## src/rtl/slrc_pkg.sv

```systemverilog
// ----------------------------------------------------------------------------
// Servo level ramp controller package
// Field widths, mapping and delay constants, codes and the stage item type.
// ----------------------------------------------------------------------------
package slrc_pkg;

    // Field widths
    localparam int ANGLE_W = 8;
    localparam int LEVEL_W = 7;
    localparam int DUR_W   = 10;
    localparam int TICK_W  = 13;

    // Angle limit and hold length when the goal is already reached
    localparam logic [ANGLE_W-1:0] MAX_ANGLE        = 8'd180;
    localparam logic [TICK_W-1:0]  EQUAL_HOLD_TICKS = 13'd1000;

    // Divide by 100: multiply by ceil(2^21/100), exact for magnitudes below 2^15
    localparam logic [14:0] DIV100_RECIP = 15'd20972;
    localparam int          DIV100_SHIFT = 21;

    // Step delay: duration * 50 / 9, the divide as ceil(2^19/9), exact below 2^16
    localparam logic [15:0] DUR_SCALE   = 16'd50;
    localparam logic [15:0] DIV9_RECIP  = 16'd58255;
    localparam int          DIV9_SHIFT  = 19;

    // Configuration register indexes
    localparam logic [1:0] CFG_ZERO_LEVEL_ANGLE  = 2'd0;
    localparam logic [1:0] CFG_FULL_LEVEL_ANGLE  = 2'd1;
    localparam logic [1:0] CFG_DETACH_AFTER_MOVE = 2'd2;

    // Input commands
    localparam logic CMD_SET  = 1'b0;
    localparam logic CMD_TICK = 1'b1;

    // Item handed from the mapping stages to the state update
    typedef struct packed {
        logic               cmd;
        logic [LEVEL_W-1:0] level;
        logic [DUR_W-1:0]   duration;
        logic [ANGLE_W-1:0] goal;
        logic [TICK_W-1:0]  delay;
    } slrc_item_t;

endpackage

```

## src/rtl/servo_level_ramp_controller.sv

```systemverilog
// Stages: an accepted item passes the map product, then the reciprocal divide
// and clamp, then the state update into the result registers.
// Throughput: one item per cycle; the three stages advance together and hold
// only while a shown result is stalled. Reset clears angle, goal, counters,
// moving and drive, and loads the angle endpoints 0 and 180 with detach off.
// ----------------------------------------------------------------------------
// Servo level ramp controller
// Maps set levels onto an angle range and slews the driven angle one degree
// per step on millisecond ticks, with hold and optional drive detach.
// ----------------------------------------------------------------------------
module servo_level_ramp_controller
(
    input  logic                            clk,
    input  logic                            rst_n,

    input  logic                            cfg_we,
    input  logic [1:0]                      cfg_index,
    input  logic [7:0]                      cfg_data,

    input  logic                            in_valid,
    output logic                            in_stall,
    input  logic                            cmd,
    input  logic [slrc_pkg::LEVEL_W-1:0]    level,
    input  logic [slrc_pkg::DUR_W-1:0]      duration,

    output logic                            out_valid,
    input  logic                            out_stall,
    output logic [slrc_pkg::ANGLE_W-1:0]    angle,
    output logic [slrc_pkg::ANGLE_W-1:0]    target_angle,
    output logic                            drive_on,
    output logic                            busy_res,
    output logic [slrc_pkg::LEVEL_W-1:0]    reported_level,
    output logic [slrc_pkg::DUR_W-1:0]      reported_duration
);

    logic                           advance;
    logic                           item_valid;
    slrc_pkg::slrc_item_t           item;

    // Configuration registers
    logic [slrc_pkg::ANGLE_W-1:0]   zero_angle_reg;
    logic [slrc_pkg::ANGLE_W-1:0]   full_angle_reg;
    logic                           detach_reg;

    // Controller state, shown directly as the result
    logic                           out_valid_reg;
    logic [slrc_pkg::ANGLE_W-1:0]   cur_angle_reg;
    logic [slrc_pkg::ANGLE_W-1:0]   cur_angle_next;
    logic [slrc_pkg::ANGLE_W-1:0]   goal_angle_reg;
    logic [slrc_pkg::ANGLE_W-1:0]   goal_angle_next;
    logic [slrc_pkg::TICK_W-1:0]    countdown_reg;
    logic [slrc_pkg::TICK_W-1:0]    countdown_next;
    logic [slrc_pkg::TICK_W-1:0]    countdown_dec;
    logic [slrc_pkg::TICK_W-1:0]    step_delay_reg;
    logic [slrc_pkg::TICK_W-1:0]    step_delay_next;
    logic                           moving_reg;
    logic                           moving_next;
    logic                           attached_reg;
    logic                           attached_next;
    logic [slrc_pkg::LEVEL_W-1:0]   last_level_reg;
    logic [slrc_pkg::LEVEL_W-1:0]   last_level_next;
    logic [slrc_pkg::DUR_W-1:0]     last_duration_reg;
    logic [slrc_pkg::DUR_W-1:0]     last_duration_next;

    // Move the whole pipe unless a shown result is stalled
    assign advance  = !out_valid_reg || !out_stall;
    assign in_stall = !advance;

    slrc_map u_map
    (
        .clk        (clk),
        .rst_n      (rst_n),
        .advance    (advance),
        .in_valid   (in_valid),
        .cmd        (cmd),
        .level      (level),
        .duration   (duration),
        .zero_angle (zero_angle_reg),
        .full_angle (full_angle_reg),
        .item_valid (item_valid),
        .item       (item)
    );

    // Write configuration registers
    always_ff @(posedge clk or negedge rst_n)
    begin
        if (!rst_n)
        begin
            zero_angle_reg <= '0;
            full_angle_reg <= slrc_pkg::MAX_ANGLE;
            detach_reg     <= 1'b0;
        end
        else if (cfg_we)
        begin
            unique case (cfg_index)
                slrc_pkg::CFG_ZERO_LEVEL_ANGLE:  zero_angle_reg <= cfg_data;
                slrc_pkg::CFG_FULL_LEVEL_ANGLE:  full_angle_reg <= cfg_data;
                slrc_pkg::CFG_DETACH_AFTER_MOVE: detach_reg     <= cfg_data[0];
                default:                         ;
            endcase
        end
    end

    // Apply one set or tick item to the ramp state
    always_comb
    begin
        cur_angle_next     = cur_angle_reg;
        goal_angle_next    = goal_angle_reg;
        countdown_next     = countdown_reg;
        step_delay_next    = step_delay_reg;
        moving_next        = moving_reg;
        attached_next      = attached_reg;
        last_level_next    = last_level_reg;
        last_duration_next = last_duration_reg;
        countdown_dec      = (countdown_reg != '0) ? (countdown_reg - 1'b1) : countdown_reg;

        if (item.cmd == slrc_pkg::CMD_SET)
        begin
            // Start a new move from the driven angle; first step right away
            last_level_next    = item.level;
            last_duration_next = item.duration;
            goal_angle_next    = item.goal;
            step_delay_next    = item.delay;
            attached_next      = 1'b1;
            moving_next        = 1'b1;
            if (item.goal == cur_angle_reg)
            begin
                countdown_next = slrc_pkg::EQUAL_HOLD_TICKS;
            end
            else
            begin
                cur_angle_next = (item.goal > cur_angle_reg) ? (cur_angle_reg + 1'b1)
                                                             : (cur_angle_reg - 1'b1);
                countdown_next = item.delay;
            end
        end
        else if (moving_reg)
        begin
            // Count down; at zero step once more or finish the move
            countdown_next = countdown_dec;
            if (countdown_dec == '0)
            begin
                if (cur_angle_reg != goal_angle_reg)
                begin
                    cur_angle_next = (goal_angle_reg > cur_angle_reg) ? (cur_angle_reg + 1'b1)
                                                                      : (cur_angle_reg - 1'b1);
                    countdown_next = step_delay_reg;
                end
                else
                begin
                    moving_next = 1'b0;
                    if (detach_reg)
                    begin
                        attached_next = 1'b0;
                    end
                end
            end
        end
    end

    // Hold state and the result beat
    always_ff @(posedge clk or negedge rst_n)
    begin
        if (!rst_n)
        begin
            out_valid_reg     <= 1'b0;
            cur_angle_reg     <= '0;
            goal_angle_reg    <= '0;
            countdown_reg     <= '0;
            step_delay_reg    <= '0;
            moving_reg        <= 1'b0;
            attached_reg      <= 1'b0;
            last_level_reg    <= '0;
            last_duration_reg <= '0;
        end
        else if (advance)
        begin
            out_valid_reg <= item_valid;
            if (item_valid)
            begin
                cur_angle_reg     <= cur_angle_next;
                goal_angle_reg    <= goal_angle_next;
                countdown_reg     <= countdown_next;
                step_delay_reg    <= step_delay_next;
                moving_reg        <= moving_next;
                attached_reg      <= attached_next;
                last_level_reg    <= last_level_next;
                last_duration_reg <= last_duration_next;
            end
        end
    end

    assign out_valid         = out_valid_reg;
    assign angle             = cur_angle_reg;
    assign target_angle      = goal_angle_reg;
    assign drive_on          = attached_reg;
    assign busy_res          = moving_reg;
    assign reported_level    = last_level_reg;
    assign reported_duration = last_duration_reg;

endmodule

```

## src/rtl/slrc_map.sv

```systemverilog
// ----------------------------------------------------------------------------
// Servo level ramp controller level mapping
// Two stages: level times angle span, then reciprocal divides, offset, clamp
// and the step delay. Advances as one with the state stage.
// ----------------------------------------------------------------------------
module slrc_map
(
    input  logic                            clk,
    input  logic                            rst_n,
    input  logic                            advance,
    input  logic                            in_valid,
    input  logic                            cmd,
    input  logic [slrc_pkg::LEVEL_W-1:0]    level,
    input  logic [slrc_pkg::DUR_W-1:0]      duration,
    input  logic [slrc_pkg::ANGLE_W-1:0]    zero_angle,
    input  logic [slrc_pkg::ANGLE_W-1:0]    full_angle,
    output logic                            item_valid,
    output slrc_pkg::slrc_item_t            item
);

    // Stage 1 registers
    logic                           s1_valid_reg;
    logic                           s1_cmd_reg;
    logic [slrc_pkg::LEVEL_W-1:0]   s1_level_reg;
    logic [slrc_pkg::DUR_W-1:0]     s1_duration_reg;
    logic [14:0]                    s1_mag_reg;
    logic [14:0]                    s1_mag_next;
    logic                           s1_neg_reg;
    logic                           s1_neg_next;
    logic [15:0]                    s1_d50_reg;
    logic [15:0]                    s1_d50_next;
    logic [slrc_pkg::ANGLE_W-1:0]   span_abs;

    // Stage 2 registers
    logic                           s2_valid_reg;
    slrc_pkg::slrc_item_t           s2_item_reg;
    slrc_pkg::slrc_item_t           s2_item_next;
    logic [29:0]                    q_prod;
    logic [8:0]                     quot;
    logic [10:0]                    offset_sum;
    logic [31:0]                    d_prod;

    // Level times span magnitude, sign kept apart so the divide truncates to zero
    always_comb
    begin
        s1_neg_next = (full_angle < zero_angle);
        span_abs    = s1_neg_next ? (zero_angle - full_angle) : (full_angle - zero_angle);
        s1_mag_next = {8'b0, level} * {7'b0, span_abs};
        s1_d50_next = {6'b0, duration} * slrc_pkg::DUR_SCALE;
    end

    // Divide by reciprocal, apply offset and clamp, derive the step delay
    always_comb
    begin
        q_prod     = {15'b0, s1_mag_reg} * {15'b0, slrc_pkg::DIV100_RECIP};
        quot       = 9'(q_prod >> slrc_pkg::DIV100_SHIFT);
        offset_sum = s1_neg_reg ? ({3'b0, zero_angle} - {2'b0, quot})
                                : ({3'b0, zero_angle} + {2'b0, quot});
        d_prod     = {16'b0, s1_d50_reg} * {16'b0, slrc_pkg::DIV9_RECIP};

        s2_item_next.cmd      = s1_cmd_reg;
        s2_item_next.level    = s1_level_reg;
        s2_item_next.duration = s1_duration_reg;
        s2_item_next.delay    = slrc_pkg::TICK_W'(d_prod >> slrc_pkg::DIV9_SHIFT);
        if (offset_sum[10])
        begin
            s2_item_next.goal = '0;
        end
        else if (offset_sum[9:0] > {2'b0, slrc_pkg::MAX_ANGLE})
        begin
            s2_item_next.goal = slrc_pkg::MAX_ANGLE;
        end
        else
        begin
            s2_item_next.goal = offset_sum[7:0];
        end
    end

    // Valid bits of both stages
    always_ff @(posedge clk or negedge rst_n)
    begin
        if (!rst_n)
        begin
            s1_valid_reg <= 1'b0;
            s2_valid_reg <= 1'b0;
        end
        else if (advance)
        begin
            s1_valid_reg <= in_valid;
            s2_valid_reg <= s1_valid_reg;
        end
    end

    // Stage payloads
    always_ff @(posedge clk)
    begin
        if (advance)
        begin
            s1_cmd_reg      <= cmd;
            s1_level_reg    <= level;
            s1_duration_reg <= duration;
            s1_mag_reg      <= s1_mag_next;
            s1_neg_reg      <= s1_neg_next;
            s1_d50_reg      <= s1_d50_next;
            s2_item_reg     <= s2_item_next;
        end
    end

    assign item_valid = s2_valid_reg;
    assign item       = s2_item_reg;

endmodule

```

## config.mk

```make
export PLATFORM = sky130hd
export DESIGN_NAME = servo_level_ramp_controller
export DESIGN_NICKNAME = d
export VERILOG_FILES = /design/src/rtl/slrc_pkg.sv /design/src/rtl/servo_level_ramp_controller.sv /design/src/rtl/slrc_map.sv
export SDC_FILE = /design/constraint.sdc
export NUM_CORES = 1
export LEC_CHECK = 0
export BUFFER_PORTS_ARGS = -buffer_cell sky130_fd_sc_hd__buf_2
export CAP_MARGIN = 20
export CELL_PAD_IN_SITES_DETAIL_PLACEMENT = 0
export CELL_PAD_IN_SITES_GLOBAL_PLACEMENT = 1
export CORE_AREA = 2 2 201 203
export CTS_CLUSTER_SIZE = 28
export DETAILED_ROUTE_END_ITERATION = 8
export DIE_AREA = 0 0 203 205
export PLACE_DENSITY_LB_ADDON = 0.3
export SYNTH_ARGS = -nofsm -noshare
export SYNTH_HDL_FRONTEND = slang
export SYNTH_SLANG_ARGS = --single-unit
export TNS_END_PERCENT = 10
```

## constraint.sdc

```tcl
create_clock -name clk -period 7.09 [get_ports clk]
set_clock_uncertainty 0.1 [all_clocks]
set_input_delay 0.3545 -clock clk [delete_from_list [all_inputs] [get_ports clk]]
set_output_delay 0.3545 -clock clk [all_outputs]
set_load 0.02 [all_outputs]
```

Word level (Yosys, flattened, before mapping)
Cells that the tools add are included.
- register bits after elaboration: 169
- bits of input ports: 33
- output and inout bits: 37
- logic and storage cells: 93
- add/subtract/negate cells: 7
- multiply operators: 4
- order comparisons: 4
- equal/unequal tests: 10
- mux-type cells: 25
- bitwise gates (word level): 1
- reductions and logical operators: 16
- operator list (cell ; count):
    $mux W13 ; 6
    $mux W8 ; 9
    $mul A15 B16 Y31 const B ; 1
    $mul A15 B13 Y28 const B ; 1
    $gt A8 B8 Y1 ; 2
    $sub A8 B8 Y8 ; 2
    $mul A10 B5 Y15 const B ; 1
    $mul A7 B8 Y15 ; 1
    $logic_not A13 Y1 ; 1
    $reduce_bool A13 Y1 ; 1
    $sub A13 B1 Y13 const B ; 1
    $reduce_and A6 Y1 ; 2
    $mux W11 ; 1
    $add A8 B9 Y10 ; 1
    $gt A10 B8 Y1 const B ; 1
    $ne A2 B2 Y1 const B ; 5
    $sub A8 B9 Y10 ; 1
    $mux W1 ; 9
    $add A8 B1 Y8 const B ; 1
    $eq A8 B8 Y1 ; 1
    $lt A8 B8 Y1 ; 1
    $ne A8 B8 Y1 ; 1
    $reduce_and A2 Y1 ; 4
    $sub A8 B1 Y8 const B ; 1
    9 further kinds ; 12

Longest topological paths before layout
- depth after elaboration: 6
- gate-level depth with buffers: 28
- gate-level depth less buffers: 28

By module
A second synthesis with hierarchy kept.
- cells, all modules: 1763
- area, all modules: 18601.6 um^2
- by module, submodules not included (module ; times used ; cells each ; area an instance (um^2) ; seq. area each (um^2)):
    slrc_map ; 1 ; 1381 ; 14386.3 ; 2602.5
    servo_level_ramp_controller ; 1 ; 382 ; 4215.3 ; 1981.9

Worst setup path after synthesis
Ideal clock, no wire load.
- path type: flip-flop to flip-flop
- from: register u_map.s1_mag_reg[12]
- to: register u_map.s2_item_reg (netlist bit u_map.item[16]) (data pin)
- setup time: 0.255 ns
- data arrival time: 6.344 ns
- data required time: 6.735 ns
- setup slack: 0.392 ns
- cell stages (with the launch flop): 27
- path buffers: 0
- period minus slack after synthesis: 6.698 ns
- path through: edfxtp_1 > fa_1 > ha_1 > inv_1 > fa_1 > inv_1 > fa_1 > inv_1 > fa_1 > inv_1 > ha_1 > o21a_1 > o22a_1 > o211ai_1 > nand2_1 > a21oi_1 > o21bai_1 > a21oi_1 > xnor2_1 > ha_1 > a211oi_1 > nor2_1 > o311ai_1 > a2111oi_0 > a2111o_1 > o21a_1 > and2_1
- word-level cells in the longest chain between the ends: 5
- elaborated cells between the ends (all ways): 6
- classes of those cells: add/sub (2); mul (1); order compare (1); mux (1); reduce/logical (1)
- RTL lines (item ; line ; text):
    start, declared ; slrc_map.sv:26 ; logic [14:0] s1_mag_reg;
    start signal, assigned ; slrc_map.sv:102 ; s1_mag_reg <= s1_mag_next;
    $mul A15 B13 Y28 * ; slrc_map.sv:55 ; q_prod = {15'b0, s1_mag_reg} * {15'b0, slrc_pkg::DIV100_RECIP};
    $add A8 B9 Y10 / $sub A8 B9 Y10 (equally long branches) ; slrc_map.sv:58, slrc_map.sv:57 ;
    $mux W11 * ; slrc_map.sv:57 ; offset_sum = s1_neg_reg ? ({3'b0, zero_angle} - {2'b0, quot})
    $gt A10 B8 Y1 ; slrc_map.sv:69 ; else if (offset_sum[9:0] > {2'b0, slrc_pkg::MAX_ANGLE})
    $reduce_or A2 Y1 (no source line) ; - ;
    end signal, assigned ; slrc_map.sv:105 ; s2_item_reg <= s2_item_next;
    end, declared ; slrc_map.sv:36 ; slrc_pkg::slrc_item_t s2_item_reg;
Every way passes the cells marked *; elsewhere a longest branch is shown, timed or not.
A chain may end at the register's enable or synchronous reset.

Worst setup path after layout
- from: register u_map.s1_mag_reg[9]
- to: register u_map.s2_item_reg (netlist bit u_map.item[16]) (data pin)
The elaborated chain is that of the path after synthesis.

==> flow_summary.yaml <==
synthesis:
  synth_common_cells: "ha_1, inv_1, fa_1, nand2_1, edfxtp_1"
  syn_nets: 2283
  synth_edf_count: 85
  synth.distinct_cells: 84
  synth-async-reset-ratio: 0.4880
  syn_area_mm2: 0.01839
  synth_cells: 1740
  synth_top_family_by_area: "adder cells"
  ys_seq_area_frac: 0.2493
  synth_xor_area_frac: 0.03096
  synthAdderAreaFrac: 0.4181
  ys.flop_type: "edfxtp_1"
  synth.most_common_cell: "ha_1"
  synth_seq_cells: 166
  synth-simple-area-share: 0.08656
  synth_area_per_cell_um2: 10.57
  yosysTopAreaCell: "ha_1"
  yosys_warnings: 0
  synth.area.mux_share: 0.03947
  synth-compound-area-share: 0.1002
  synth_top_area_share: 0.2286
  synthTopCellsByArea: "ha_1, fa_1, edfxtp_1, dfrtp_1, inv_1"
clock_network:
  clock-sinks: 166
  htreeDepth: 4
  cts.clk_slew.worst_paths_ns: 0.07
  cts_root_buffer: "clkbuf_16"
  clockBufferDepth: 2
  worst_skew_pair.late_latency_ns: 0.46
  numCtsBuffers: 17
  cts_tree: "done"
route:
  vias: 12560
  route.detailed.drc: 0
  drt_first_pass_iters: 5
  drt_iter0_drc: 593
  vias_per_cell: 5.254
  finalWirelength_mm: 39.94
  routedWlPerCell_um: 16.71
  ant_nets: 0
grt:
  grt_pass1_wl_mm: 65.71
  grt-ovfl-total: 0
  grt_use_total: 0.1996
  antenna_found_initial: 0
  grt_max_degree: 58
  grt_pass1_vias: 12970
sta:
  setup_viol: 0
  rsz0062_at_grt: "true"
  fin_setup_tns_ns: 0
  post-route-min-period_ns: 6.853
  hold_viol: 0
  max_slew.worst_pin.slew_ns: 1.056
  maxSlewViolCount: 0
  fmax_mhz: 145.9
  slew_headroom: 0.2871
  min_period_over_period: 0.9666
worst_setup_path:
  worstPathArrival_ns: 6.97
  cp_slowest_cell: "fa_1"
  required_ns: 7.20
  cp_max_fo: 5
  slowest_delay_ns: 0.52
  cp-end-kind: "flop"
  critPathTopFamily: "adder cells"
  startpoint_type: "flop"
  worst-path-buf-inv: 6
  r2r_slack_ns: 0.24
  path_class: "reg2reg"
placed_design:
  port_buffers: 69
  dp_hpwl_mm: 32.36
  place.gp.congestion: 0.8929
cells_and_area:
  final_util: 0.5223
  final_nets: 2395
  largest_register_ff_count: 39
  drive_gt1_frac: 0.1265
  area_growth_pct: 11.83
  diodes: 0
  nFillCells: 3584
die:
  dieHeight_um: 205
  row_count: 73
  die_area_mm2: 0.04162
  die_x_um: 203
  core_area_mm2: 0.03937
  ios: 70
  start_util: 0.4671
outcome:
  status: "completed"
flow_run:
  maxCapViolCount: 0
min_path:
  min_path_type: "in2reg"
[worst paths after layout]
path                            cells after the start                                  to                             from
min in group asynchronous                           2       reported_level[4]$_DFFE_PN0P_                            rst_n
worst min register to register                      0            u_map.item[33]$_DFFE_PN_  u_map.s1_level_reg[2]$_DFFE_PN_
worst max-delay path                               26        u_map.item[16]$_SDFFCE_PP0N_    u_map.s1_mag_reg[9]$_DFFE_PN_
worst min-delay path                                1  u_map.s1_duration_reg[1]$_DFFE_PN_                      duration[1]
worst max register to register                     26        u_map.item[16]$_SDFFCE_PP0N_    u_map.s1_mag_reg[9]$_DFFE_PN_
max in group asynchronous                           3    reported_duration[2]$_DFFE_PN0P_                            rst_n
[what timing repair did]
action	CTS	global route
setup buffers	0	14
endpoints found under the hold margin	25	0
resized for setup	0	48
setup endpoints to repair	0	12
hold buffers	2	0
[routing by layer]
layer / part of all wire / up-vias / wire length, um / GRT usage
li1: - / 6150 / - / -
met1: 0.49 / 6208 / 19620 / 0.2764
met2: 0.47 / 176 / 18680 / 0.3335
met3: 0.032 / 22 / 1280 / 0.03182
met4: 0.0088 / 0 / 352 / 0.03728
met5: 0 / - / 0 / 0
[per-stage QoR]
stage               hold slack [ns]  cells  cell area (um^2)  worst slack, ns
floorplan                  -0.04109   1740             18390           0.3918
global placement             0.1750   2342             19580           0.1130
detailed placement           0.1813   2342             19580          0.01660
CTS                        0.005243   2376             20210          0.02454
global route               0.009034   2390             20560         -0.03268
finish                      0.02689   2390             20560           0.2368
[worst register-to-register path, cell delays in order (launching register included)]
cell	delay [ns]
edfxtp_1	0.49
buf_4	0.19
fa_1	0.40
ha_1	0.29
inv_1	0.04
fa_1	0.48
inv_1	0.06
fa_1	0.52
inv_1	0.05
fa_1	0.52
inv_1	0.05
ha_1	0.30
nand4_1	0.13
nor3_2	0.20
o211ai_1	0.14
buf_4	0.18
a21o_1	0.19
a21boi_2	0.14
o21ai_1	0.09
mux2_1	0.35
or2_1	0.28
ha_4	0.32
o311ai_4	0.11
and4_1	0.22
a2111o_1	0.41
o21a_1	0.22
and2_1	0.15
[kinds of logic after synthesis]
logic type,after synthesis
flops,166
xor+xnor,65
mux,66
simple gates,301
compound gates,266
buf+inv,366
fa+ha+maj,510
[cells in the final DEF (no fill, tap or decap), types with 43 or more instances in the layout]
master    instances
ha_1            330
nand2_1          95
xnor2_1          43
edfxtp_1         85
fa_1            173
inv_1           335
buf_4            49
a21oi_1          68
dfrtp_1          77
buf_2            68
[layout make-up]
| class | count | area, um^2 | share of cell area |
|---|---|---|---|
| clock buffers | 18 | 429.2 | 0.02087 |
| clock inverters | 14 | 178.9 | 0.008702 |
| inverters | 338 | 1270 | 0.06177 |
| multi-input cells | 1208 | 12680 | 0.6168 |
| flip-flops and latches | 166 | 4584 | 0.2230 |
| well taps | 525 | 656.9 | 0.03195 |
| repair buffers | 121 | 759.5 | 0.03694 |
Power is not shown: default switching activity piles up to over one toggle a cycle in this logic, so the estimate is an artifact.
